[config.mk]
export PLATFORM = sky130hd
export DESIGN_NAME = heap_resize_policy_fsm
export DESIGN_NICKNAME = d
export VERILOG_FILES = /design/src/rtl/hrp_pkg.sv /design/src/rtl/hrp_pred.sv /design/src/rtl/hrp_rules.sv /design/src/rtl/heap_resize_policy_fsm.sv
export SDC_FILE = /design/constraint.sdc
export NUM_CORES = 2
export LEC_CHECK = 0
export BUFFER_PORTS_ARGS = -buffer_cell sky130_fd_sc_hd__buf_2
export CORE_ASPECT_RATIO = 0.6
export CORE_UTILIZATION = 58
export CTS_BUF_LIST = sky130_fd_sc_hd__clkbuf_4
export CTS_CLUSTER_SIZE = 8
export DETAILED_ROUTE_END_ITERATION = 8
export GPL_TIMING_DRIVEN = 1
export PLACE_DENSITY = 0.78
export SLEW_MARGIN = 20
export SYNTH_ARGS = -nofsm -noshare
export SYNTH_HDL_FRONTEND = slang
export SYNTH_SLANG_ARGS = --single-unit
[constraint.sdc]
create_clock -name clk -period 26 [get_ports clk]
set_input_delay 1.3 -clock clk [delete_from_list [all_inputs] [get_ports clk]]
set_output_delay 1.3 -clock clk [all_outputs]
set_load 0.005 [all_outputs]
[src/rtl/hrp_pkg.sv]
// Shared types and codes for the heap resize policy block.
`default_nettype none
package hrp_pkg;

  // Wait states as reported on the result channel
  localparam logic [1:0] ST_NONE   = 2'd0;
  localparam logic [1:0] ST_MOVE   = 2'd1;
  localparam logic [1:0] ST_GROW   = 2'd2;
  localparam logic [1:0] ST_SHRINK = 2'd3;

  // Actions
  localparam logic [2:0] AC_NONE     = 3'd0;
  localparam logic [2:0] AC_MOVE     = 3'd1;
  localparam logic [2:0] AC_GROW     = 3'd2;
  localparam logic [2:0] AC_SHRINK   = 3'd3;
  localparam logic [2:0] AC_WAITGROW = 3'd4;
  localparam logic [2:0] AC_SLACK    = 3'd5;

  // Rule set codes
  localparam logic [3:0] VAR_SIMPLE      = 4'd0;
  localparam logic [3:0] VAR_WAIT        = 4'd1;
  localparam logic [3:0] VAR_AGGR_GROW   = 4'd2;
  localparam logic [3:0] VAR_AGGR_SHRINK = 4'd3;
  localparam logic [3:0] VAR_GROW_AFTER  = 4'd4;
  localparam logic [3:0] VAR_OPT_SHRINK  = 4'd5;
  localparam logic [3:0] VAR_SHRINK_AFTER = 4'd6;
  localparam logic [3:0] VAR_OPT_GROW    = 4'd7;
  localparam logic [3:0] VAR_FULL        = 4'd8;

  // Register indexes
  localparam logic [1:0] REG_VARIANT = 2'd0;
  localparam logic [1:0] REG_DRAM    = 2'd1;
  localparam logic [1:0] REG_EPSILON = 2'd2;

  // 100 ms in Q32.8
  localparam logic [39:0] EPSILON_RESET = 40'd25600;

  // Item kinds
  localparam logic OP_DECIDE = 1'b0;
  localparam logic OP_EPILOG = 1'b1;

  typedef struct packed {
    logic        op;
    logic [39:0] gc_time;
    logic [39:0] io_time;
    logic        device_busy;
    logic [47:0] candidate_bytes;
    logic [47:0] heap_capacity_bytes;
    logic [47:0] old_capacity_bytes;
    logic [47:0] old_used_bytes;
    logic [47:0] old_max_bytes;
    logic [47:0] resident_bytes;
    logic [47:0] cache_bytes;
    logic [1:0]  epilog_flags;
  } in_item_t;

  typedef struct packed {
    logic bal;
    logic gc_ge;
    logic gc_gt;
    logic io_gt;
    logic cand;
    logic under;
    logic high;
    logic slack;
    logic busy;
  } preds_t;

  // Item as seen by the decision stage
  typedef struct packed {
    logic       op;
    logic [1:0] epilog_flags;
    preds_t     p;
  } dec_item_t;

  typedef struct packed {
    logic       epilog_cleared;
    logic       eager_written;
    logic       move_eager;
    logic [2:0] action;
    logic [1:0] next_state;
  } result_t;

endpackage
`default_nettype wire

[src/rtl/hrp_pred.sv]
// Input register and two-stage predicate evaluation (cross-multiplied ratios).
`default_nettype none
module hrp_pred (
  input  wire logic              clk,
  input  wire logic              rst,
  input  wire logic              in_valid,
  output logic                   in_ready,
  input  wire hrp_pkg::in_item_t in_item,
  input  wire logic [47:0]       dram_limit_bytes,
  input  wire logic [39:0]       time_epsilon,
  output logic                   out_valid,
  input  wire logic              out_ready,
  output hrp_pkg::dec_item_t     out_item
);
  import hrp_pkg::*;

  typedef struct packed {
    logic        op;
    logic [1:0]  epilog_flags;
    logic        busy;
    logic        gc_ge;
    logic        gc_gt;
    logic        under;
    logic [39:0] diff;
    logic [50:0] cand5;
    logic [48:0] heap2;
    logic [51:0] used10;
    logic [50:0] ocap7;
    logic [48:0] mem;
    logic [51:0] dram9;
  } arith_t;

  logic     v0, v1, v2;
  logic     rdy0, rdy1, rdy2;
  in_item_t s0;
  arith_t   s1, s1_next;
  dec_item_t s2, s2_next;
  logic [52:0] mem10;

  assign rdy2     = !v2 || out_ready;
  assign rdy1     = !v1 || rdy2;
  assign rdy0     = !v0 || rdy1;
  assign in_ready = rdy0;

  // Stage 1: scaled operands, time difference
  always_comb begin
    s1_next.op           = s0.op;
    s1_next.epilog_flags = s0.epilog_flags;
    s1_next.busy         = s0.device_busy;
    s1_next.gc_ge        = s0.gc_time >= s0.io_time;
    s1_next.gc_gt        = s0.gc_time > s0.io_time;
    s1_next.under        = s0.old_capacity_bytes < s0.old_max_bytes;
    s1_next.diff         = s1_next.gc_ge ? (s0.gc_time - s0.io_time)
                                         : (s0.io_time - s0.gc_time);
    s1_next.cand5  = {1'b0, s0.candidate_bytes, 2'b00} + {3'b000, s0.candidate_bytes};
    s1_next.heap2  = {s0.heap_capacity_bytes, 1'b0};
    s1_next.used10 = {1'b0, s0.old_used_bytes, 3'b000} + {3'b000, s0.old_used_bytes, 1'b0};
    s1_next.ocap7  = {s0.old_capacity_bytes, 3'b000} - {3'b000, s0.old_capacity_bytes};
    s1_next.mem    = {1'b0, s0.resident_bytes} + {1'b0, s0.cache_bytes};
    s1_next.dram9  = {1'b0, dram_limit_bytes, 3'b000} + {4'b0000, dram_limit_bytes};
  end

  // Stage 2: compares
  always_comb begin
    mem10 = {1'b0, s1.mem, 3'b000} + {3'b000, s1.mem, 1'b0};
    s2_next.op           = s1.op;
    s2_next.epilog_flags = s1.epilog_flags;
    s2_next.p.bal   = s1.diff <= time_epsilon;
    s2_next.p.gc_ge = s1.gc_ge;
    s2_next.p.gc_gt = s1.gc_gt;
    s2_next.p.io_gt = !s1.gc_ge;
    s2_next.p.cand  = s1.cand5 >= {2'b00, s1.heap2};
    s2_next.p.under = s1.under;
    s2_next.p.high  = s1.used10 > {1'b0, s1.ocap7};
    s2_next.p.slack = mem10 < {1'b0, s1.dram9};
    s2_next.p.busy  = s1.busy;
  end

  always_ff @(posedge clk) begin
    if (rst) begin
      v0 <= 1'b0;
      v1 <= 1'b0;
      v2 <= 1'b0;
    end else begin
      if (rdy0) v0 <= in_valid;
      if (rdy1) v1 <= v0;
      if (rdy2) v2 <= v1;
    end
  end

  always_ff @(posedge clk) begin
    if (rdy0 && in_valid) s0 <= in_item;
    if (rdy1 && v0) s1 <= s1_next;
    if (rdy2 && v1) s2 <= s2_next;
  end

  assign out_valid = v2;
  assign out_item  = s2;

endmodule
`default_nettype wire

[src/rtl/hrp_rules.sv]
// Decision stage: wait state and action registers, rule sets, result register.
`default_nettype none
module hrp_rules (
  input  wire logic               clk,
  input  wire logic               rst,
  input  wire logic [3:0]         variant,
  input  wire logic               in_valid,
  output logic                    in_ready,
  input  wire hrp_pkg::dec_item_t in_item,
  output logic                    out_valid,
  input  wire logic               out_ready,
  output hrp_pkg::result_t        out_result
);
  import hrp_pkg::*;

  typedef struct packed {
    logic [1:0] st;
    logic [2:0] ac;
  } sa_t;

  logic [1:0] wait_state;
  logic [2:0] pending_action;
  result_t    res_next;
  logic [3:0] v;
  logic       hit;
  logic       fire;
  sa_t        sa;

  function automatic sa_t put(input logic [1:0] st, input logic [2:0] ac);
    sa_t r;
    r.st = st;
    r.ac = ac;
    return r;
  endfunction

  function automatic sa_t rule_none(input preds_t p);
    sa_t r;
    if (p.bal)                    r = put(ST_NONE, AC_NONE);
    else if (p.gc_ge && p.cand)   r = put(ST_MOVE, AC_MOVE);
    else if (p.gc_ge && p.under)  r = put(ST_GROW, AC_GROW);
    else if (p.io_gt && p.busy)   r = put(ST_SHRINK, AC_SHRINK);
    else                          r = put(ST_NONE, AC_NONE);
    return r;
  endfunction

  function automatic sa_t rule_grow(input preds_t p, input logic [3:0] vs);
    sa_t r;
    if (p.bal) begin
      r = put(ST_GROW, AC_WAITGROW);
    end else if (vs == VAR_AGGR_GROW) begin
      if (p.gc_gt && p.high && p.under)       r = put(ST_GROW, AC_GROW);
      else if (p.gc_gt && !p.high && p.under) r = put(ST_GROW, AC_WAITGROW);
      else                                    r = put(ST_NONE, AC_NONE);
    end else if (vs == VAR_SHRINK_AFTER) begin
      if (p.io_gt)                  r = put(ST_SHRINK, AC_SHRINK);
      else if (p.gc_gt && !p.high)  r = put(ST_GROW, AC_WAITGROW);
      else                          r = put(ST_NONE, AC_NONE);
    end else if (vs == VAR_OPT_GROW || vs == VAR_FULL) begin
      if (p.io_gt)                            r = put(ST_SHRINK, AC_SHRINK);
      else if (p.gc_ge && p.cand)             r = put(ST_MOVE, AC_MOVE);
      else if (p.gc_gt && p.high && p.under)  r = put(ST_GROW, AC_GROW);
      else if (p.gc_gt && !p.high && p.under) r = put(ST_GROW, AC_WAITGROW);
      else                                    r = put(ST_NONE, AC_NONE);
    end else begin
      if (p.gc_gt && !p.high) r = put(ST_GROW, AC_WAITGROW);
      else                    r = put(ST_NONE, AC_NONE);
    end
    return r;
  endfunction

  function automatic sa_t rule_shrink(input preds_t p, input logic [3:0] vs);
    sa_t  r;
    logic strict;
    strict = (vs == VAR_AGGR_SHRINK) || (vs == VAR_GROW_AFTER) ||
             (vs == VAR_OPT_SHRINK) || (vs == VAR_FULL);
    if (p.bal)                                     r = put(ST_SHRINK, AC_SLACK);
    else if (vs == VAR_FULL && p.gc_ge && p.cand)  r = put(ST_MOVE, AC_MOVE);
    else if ((vs == VAR_OPT_SHRINK || vs == VAR_FULL) && p.gc_gt)
                                                   r = put(ST_GROW, AC_GROW);
    else if (strict && p.io_gt && !p.slack)        r = put(ST_SHRINK, AC_SHRINK);
    else if (p.io_gt && p.slack)                   r = put(ST_SHRINK, AC_SLACK);
    else if (vs == VAR_GROW_AFTER && p.gc_gt)      r = put(ST_GROW, AC_GROW);
    else                                           r = put(ST_NONE, AC_NONE);
    return r;
  endfunction

  assign in_ready = !out_valid || out_ready;
  assign fire     = in_valid && in_ready;

  always_comb begin
    // out-of-range codes run the wait rule set
    v   = (variant > VAR_FULL) ? VAR_WAIT : variant;
    hit = 1'b0;
    sa  = put(wait_state, pending_action);
    res_next = '0;
    if (in_item.op == OP_EPILOG) begin
      if (v == VAR_SIMPLE) hit = in_item.epilog_flags[1] && (pending_action == AC_MOVE);
      else                 hit = in_item.epilog_flags[0] && (wait_state == ST_MOVE);
      if (hit) sa = put(ST_NONE, AC_NONE);
      res_next.epilog_cleared = hit;
    end else if (v == VAR_SIMPLE) begin
      sa = rule_none(in_item.p);
      res_next.move_eager    = (sa.ac == AC_MOVE);
      res_next.eager_written = 1'b1;
      sa.st = ST_NONE;
    end else begin
      unique case (wait_state)
        ST_GROW:   sa = rule_grow(in_item.p, v);
        ST_SHRINK: sa = rule_shrink(in_item.p, v);
        ST_MOVE: begin
          sa = put(ST_MOVE, AC_MOVE);
          res_next.eager_written = 1'b1;
        end
        default:   sa = rule_none(in_item.p);
      endcase
    end
    res_next.next_state = sa.st;
    res_next.action     = sa.ac;
  end

  always_ff @(posedge clk) begin
    if (rst) begin
      wait_state     <= ST_NONE;
      pending_action <= AC_NONE;
      out_valid      <= 1'b0;
    end else begin
      if (fire) begin
        wait_state     <= sa.st;
        pending_action <= sa.ac;
        out_valid      <= 1'b1;
      end else if (out_ready) begin
        out_valid <= 1'b0;
      end
    end
  end

  always_ff @(posedge clk) begin
    if (fire) out_result <= res_next;
  end

`ifndef ASSERT_OFF
  a_state_matches_result: assert property (@(posedge clk) disable iff (rst)
    out_valid |-> (wait_state == out_result.next_state &&
                   pending_action == out_result.action))
    else $error("state register diverged from last result");
  a_move_pairs: assert property (@(posedge clk) disable iff (rst)
    wait_state == ST_MOVE |-> pending_action == AC_MOVE)
    else $error("wait-move state without move action");
  a_eager_only_written: assert property (@(posedge clk) disable iff (rst)
    out_valid && out_result.move_eager |-> out_result.eager_written)
    else $error("eager move set without being written");
  a_clear_vs_eager: assert property (@(posedge clk) disable iff (rst)
    out_valid |-> !(out_result.epilog_cleared && out_result.eager_written))
    else $error("epilog clear and eager write in one result");
  a_clear_to_none: assert property (@(posedge clk) disable iff (rst)
    fire && res_next.epilog_cleared |=> wait_state == ST_NONE && pending_action == AC_NONE)
    else $error("epilog clear did not reach no-action");
`endif

endmodule
`default_nettype wire

[src/rtl/heap_resize_policy_fsm.sv]
// Top level of the heap resize policy: configuration registers and stream ports.
//
//   channel  | signals                          | width
//   s_*      | tvalid tready tdata tuser        | tdata 424, tuser 1 (op)
//   m_*      | tvalid tready tdata              | tdata 8
//   cfg_*    | wen index data                   | index 2, data 48
//
// One item per cycle sustained while m_tready is high; each result passes the
// input register, two predicate stages and the result register.
// The decision stage updates the wait state and action as each result is
// registered, so items see the state left by the item before them.
// Stalls: each stage holds while its successor is full, so holes are filled
// and transactions continue while a result waits on m_tready.
// Reset (rst, synchronous) empties the pipeline, clears state and action and
// loads the register defaults.
`default_nettype none
module heap_resize_policy_fsm (
  input  wire logic         clk,
  input  wire logic         rst,
  input  wire logic         s_tvalid,
  output logic              s_tready,
  // gc_time[39:0], io_time[79:40], device_busy[80], candidate_bytes[128:81],
  // heap_capacity_bytes[176:129], old_capacity_bytes[224:177],
  // old_used_bytes[272:225], old_max_bytes[320:273], resident_bytes[368:321],
  // cache_bytes[416:369], epilog_flags[418:417], zero fill[423:419]
  input  wire logic [423:0] s_tdata,
  // op[0]
  input  wire logic         s_tuser,
  output logic              m_tvalid,
  input  wire logic         m_tready,
  // next_state[1:0], action[4:2], move_eager[5], eager_written[6],
  // epilog_cleared[7]
  output logic [7:0]        m_tdata,
  input  wire logic         cfg_wen,
  input  wire logic [1:0]   cfg_index,
  input  wire logic [47:0]  cfg_data
);
  import hrp_pkg::*;

  logic [3:0]  variant;
  logic [47:0] dram_limit_bytes;
  logic [39:0] time_epsilon;
  in_item_t    item;
  dec_item_t   dec;
  logic        dec_valid, dec_ready;
  result_t     res;

  always_ff @(posedge clk) begin
    if (rst) begin
      variant          <= VAR_SIMPLE;
      dram_limit_bytes <= '0;
      time_epsilon     <= EPSILON_RESET;
    end else if (cfg_wen) begin
      unique case (cfg_index)
        REG_VARIANT: variant          <= cfg_data[3:0];
        REG_DRAM:    dram_limit_bytes <= cfg_data;
        REG_EPSILON: time_epsilon     <= cfg_data[39:0];
        default: ;
      endcase
    end
  end

  always_comb begin
    item.op                  = s_tuser;
    item.gc_time             = s_tdata[39:0];
    item.io_time             = s_tdata[79:40];
    item.device_busy         = s_tdata[80];
    item.candidate_bytes     = s_tdata[128:81];
    item.heap_capacity_bytes = s_tdata[176:129];
    item.old_capacity_bytes  = s_tdata[224:177];
    item.old_used_bytes      = s_tdata[272:225];
    item.old_max_bytes       = s_tdata[320:273];
    item.resident_bytes      = s_tdata[368:321];
    item.cache_bytes         = s_tdata[416:369];
    item.epilog_flags        = s_tdata[418:417];
  end

  hrp_pred u_pred (
    .clk              (clk),
    .rst              (rst),
    .in_valid         (s_tvalid),
    .in_ready         (s_tready),
    .in_item          (item),
    .dram_limit_bytes (dram_limit_bytes),
    .time_epsilon     (time_epsilon),
    .out_valid        (dec_valid),
    .out_ready        (dec_ready),
    .out_item         (dec)
  );

  hrp_rules u_rules (
    .clk        (clk),
    .rst        (rst),
    .variant    (variant),
    .in_valid   (dec_valid),
    .in_ready   (dec_ready),
    .in_item    (dec),
    .out_valid  (m_tvalid),
    .out_ready  (m_tready),
    .out_result (res)
  );

  assign m_tdata = res;

endmodule
`default_nettype wire

# After elaboration in Yosys (flattened, before gate mapping)
# Cells that the tools add are included.
[totals]
output_inout_bits = 10
in_bits = 480
ff_bits = 891
word_cells = 158
[classes]
eq_ne = 14
n_reduce_logical = 43
muxes = 34
n_bitwise = 1
order_cmp = 8
n_addsub = 8
[op_table]
columns = ["op", "count"]
rows = [
  ["5-bit two-way mux", 23],
  ["40-bit subtractor", 2],
  ["52-bit by 50-bit adder with 53-bit output", 1],
  ["53-bit by 52-bit < comparator with 1-bit output", 1],
  ["51-bit by 48-bit adder with 52-bit output", 1],
  ["51-bit by 49-bit adder with 52-bit output", 1],
  ["52-bit by 51-bit greater-than comparator with 1-bit output", 1],
  ["50-bit by 48-bit adder with 51-bit output", 1],
  ["51-bit by 49-bit greater-or-equal comparator with 1-bit output", 1],
  ["51-bit by 48-bit subtractor with 51-bit output", 1],
  ["48-bit by 48-bit adder with 49-bit output", 1],
  ["48-bit < comparator", 1],
  ["40-bit greater-or-equal comparator", 1],
  ["40-bit greater-than comparator", 1],
  ["40-bit <= comparator", 1],
  ["40-bit two-way mux", 1],
  ["1-bit logical AND", 20],
  ["4-bit by 3-bit equality test with 1-bit output (second input constant)", 4],
  ["5-bit case mux with 3 select lines", 1],
  ["1-bit logical OR", 9],
  ["4-bit by 2-bit equality test with 1-bit output (second input constant)", 2],
  ["1-bit zero test", 7],
  ["2-bit equality test (second input constant)", 3],
  ["3-bit by 1-bit equality test with 1-bit output (second input constant)", 2],
  ["12 further kinds", 21],
]

# Depth between registers and ports, before layout
[logic_depth]
ltp_word = 15
mapped_depth = 23
depth_no_buf = 23

# Cells and area by module
# A second synthesis with hierarchy kept.
[unflattened]
hier_cells = 4925
area_unflattened_um2 = 53790.3
[modules_own_cells]
columns = ["module", "n_inst", "seq_area_each_um2", "cells_per_inst", "area_each_um2"]
rows = [
  ["hrp_pred", 1, 23512.6, 4433, 48858.1],
  ["heap_resize_policy_fsm", 1, 1841.8, 357, 3803.6],
  ["hrp_rules", 1, 360.3, 135, 1128.6],
]

# Worst setup path before layout
# No wires, ideal clock.
[synth_path]
path_kind = "input to register"
from = "input port m_tready"
to = "register u_pred.s0[0] (netlist bit), enable pin"
slack_ns = 2.937
n_path_buf = 0
required_ns = 24.658
setup_ns = 1.342
cell_stages = 3
arrival_ns = 21.721
cell_sequence = "nor2b_1 -> and3_1 -> a21oi_1"
[synth_between]
elab_chain_len = 5
[synth_lines]
columns = ["element", "line_no", "source"]
rows = [
  ["start, declared", "heap_resize_policy_fsm.sv:30", "input wire logic m_tready,"],
  ["1-bit logical OR", "hrp_rules.sv:87", "assign in_ready = !out_valid || out_ready;"],
  ["1-bit logical OR", "hrp_pred.sv:40", "assign rdy2 = !v2 || out_ready;"],
  ["1-bit logical OR", "hrp_pred.sv:41", "assign rdy1 = !v1 || rdy2;"],
  ["1-bit logical OR", "hrp_pred.sv:42", "assign rdy0 = !v0 || rdy1;"],
  ["1-bit logical AND", "hrp_pred.sv:92", "if (rdy0 && in_valid) s0 <= in_item;"],
  ["end signal, assigned", "hrp_pred.sv:92", ""],
  ["end, declared", "hrp_pred.sv:35", "in_item_t s0;"],
]
# No other way between the ends.
# A chain may end at the register's enable or synchronous reset.

==> qor.csv <==
metric,value,unit
status,"complete, no violations",
ys_seq_area_share,48.0,%
period_share,22.4,%
final_max_slew_viol_count,0,
die_w,394,µm
routabilityCongestion,1.02,
tightestPinTransition,1.17,ns
synth_area_per_cell,10.6,µm²
setup_tns,0,ns
cp.arrival,6.75,ns
pin_count,490,
ys_warn_count,0,
power_leakage,0.0262,µW
ctsHtreeMaxLevel,4,
crit_type,flop to flop,
pre_cts_ws,20.30,ns
synth-edff-count,789,
ys.flop_type,edfxtp_1,
drcViolationCount,0,
slowest_stage,o21ai_0,
synthTopCellsByArea,"edfxtp_1, ha_1, a21oi_1",
cp_max_fo,4,
drt_wl_total,144000,µm
grt_pass1_vias,39134,
ctsHoldBuffers,0,
die_h,237,µm
place_hpwl,111000,µm
viasPerCell,5.88,
dr.pass1.iters,6,
start_util,59.1,%
slowest_delay,0.54,ns
cts_tree,yes,
grt_first_pass_wirelength,218000,µm
cts_resized,0,
cts-buffers-inserted,207,
max_slew_margin,22.1,%
max_cap_violations,0,
endpoint_kind,flop,
crit_family,compound AO/OA/AOI/OAI gates,
grt_max_degree,158,
min_period,5.81,ns
ys_types,96,
synth-seq-cells,890,
placed_cells,6653,
p_per_area,66.2,nW/µm²
rows,85,
clk-insertion-delay-late,1.20,ns
clk_pin_slew,0.08,ns
wl_per_cell,20.3,µm
vias,41569,
area_growth,12.2,%
stdcell_count,7064,
postCtsSetupBuffers,0,
grt_setup_unrepaired,false,
synthArstFlopShare,0,%
finalNetCount,6725,
ant_nets,0,
finalSetupViolCount,0,
critical_path_buf_inv_count,0,
clock-root-buffer,clkbuf_4,
yosys.area.top_type,edfxtp_1,
antenna_found_initial,45,
peakVddDrop,0.0000482,V
drive_above_1_share,15.5,%
grt-ovfl-total,0,
critPathRequiredTime,26.93,ns
hold_violations,0,
syn-num-nets,6125,
synthCells,5045,
skew,0.0970,ns
io_buffers,484,
synth_top_area_share,44.3,%
cp_common_cell,o21ai_0,
drt_iter0_markers,4401,
syn-cell-area,53500,µm²
track_usage,30.2,%
whs,0.267,ns
clkSinkCount,890,
crit_chain,"ha_1, o21ai_0, nor3_1, o21ai_0, a211o_1, a21o_1, a31o_2, o21ai_0, a31oi_1, o21ai_0, xor2_1, ha_1, a21o_1, a21o_1, a21oi_1, o21ai_0, nor2_1, a31oi_1, o21ai_0, o311a_1",
core,90500,µm²
worst_slack,20.19,ns
max_freq,0.172,GHz
start_kind,flop,
min_path_type,input port to flop,
die-area,93600,µm²
cts_buffer_depth,3,
post-route-util,66.4,%
## logic make-up (layout without fill, tap and decap cells)
| kind of cell | count (synthesis) | count (layout) | synth area share [%] |
|---|---|---|---|
| buffers and inverters | 575 | 1347 | 4.16 |
| xor gates and xnor gates | 294 | 294 | 4.81 |
| other | 0 | 29 | 0 |
| and+or+nand+nor | 1161 | 1161 | 10.6 |
| muxes | 26 | 26 | 0.512 |
| AOI/OAI and AO/OA | 1499 | 1499 | 17.8 |
| DFF | 890 | 890 | 48.0 |
| adders and majority gates | 600 | 600 | 14.1 |
## metrics by stage
stage | power, µW | instance area, µm²
after floorplan | 2520 | 53500
after CTS | 3980 | 60000
after global routing | 4180 | 60100
after detailed placement | 2780 | 57200
after global placement | 2750 | 57200
final | 3980 | 60100
## Yosys cell counts, types with 8 or more instances
master       n
a2111oi_0   13
a211o_1     13
a211oi_1    36
a21boi_0    23
a21o_1     255
a21oi_1    531
a221o_1      8
a221oi_1    13
a311oi_1     9
a31o_2       8
a31oi_1     38
a41oi_1      8
and2_1      20
and3_1      43
and4_1      15
buf_2       16
clkbuf_1    85
dfxtp_1    101
edfxtp_1   789
ha_1       593
inv_1      462
mux2i_1     21
nand2_1    375
nand2b_1    66
nand3_1     71
nand4_1     96
nor2_1     257
nor2b_1     73
nor3_1      58
nor3b_1     13
nor4_1      15
o211a_1      9
o211ai_1    26
o21a_1      65
o21ai_0    267
o21bai_1    64
o221ai_1    12
o22ai_1      8
o31ai_1     14
or2_2       11
or3_1       20
xnor2_1    195
xor2_1      99
## sequential cells by signal (all words and copies together), names as in the netlist, 2 cells and up
name	count
dram_limit_bytes	48
u_pred.out_item	12
u_rules.out_result	8
u_pred.s1	349
u_pred.s0	420
variant	4
time_epsilon	40
u_rules.pending_action	3
u_rules.wait_state	2
## cell type report
| class | count | area, µm² |
|---|---|---|
| multi-input cells | 3580 | 25600 |
| clock buffers | 306 | 2300 |
| diodes | 29 | 72.6 |
| clock inverters | 75 | 473 |
| inverters | 462 | 1730 |
| fillers | 7149 | 30400 |
| well taps | 1218 | 1520 |
| repair buffers | 504 | 2610 |
| flip-flops and latches | 890 | 25700 |
## path summary, 6_finish.rpt
path / startpoint / endpoint / slack [ns] / cells after the start
max: u_pred.s1[55] / u_pred.out_item[1] / 20.19 / 20
min: s_tdata[42] / u_pred.s0[341] / 0.27 / 1
max reg2reg: u_pred.s1[55] / u_pred.out_item[1] / 20.19 / 20
min reg2reg: u_pred.s0[270] / u_pred.s1[233] / 0.39 / 0
## layout by cell type (no fill, tap or decap), types with 58 or more instances in the layout
cell,instances
a21oi_1,530
dfxtp_1,101
a21o_1,255
nand4_1,96
inv_1,462
nand2_1,375
xor2_1,99
nor3_1,58
nand3_1,71
edfxtp_1,789
clkbuf_4,306
buf_2,483
nor2b_1,71
o21ai_0,267
xnor2_1,195
o21a_1,65
nor2_1,257
nand2b_1,66
o21bai_1,64
ha_1,593
## metal layers
layer / track usage, % / routed length, µm / up-vias / part of all wire, %
met5: 0 / 79 / - / 0.055
met3: 10.2 / 16700 / 214 / 12
met4: 9.49 / 2720 / 16 / 1.9
li1: - / - / 19962 / -
met1: 46.2 / 68400 / 19560 / 48
met2: 39.4 / 55800 / 1817 / 39
## power breakdown
group / internal, µW / switching (µW) / leakage (µW)
Combinational: 408 / 622 / 0.0162
Sequential: 1700 / 55.7 / 0.00841
Clock: 600 / 586 / 0.00163
No activity file was read; power rests on OpenSTA's default activity.
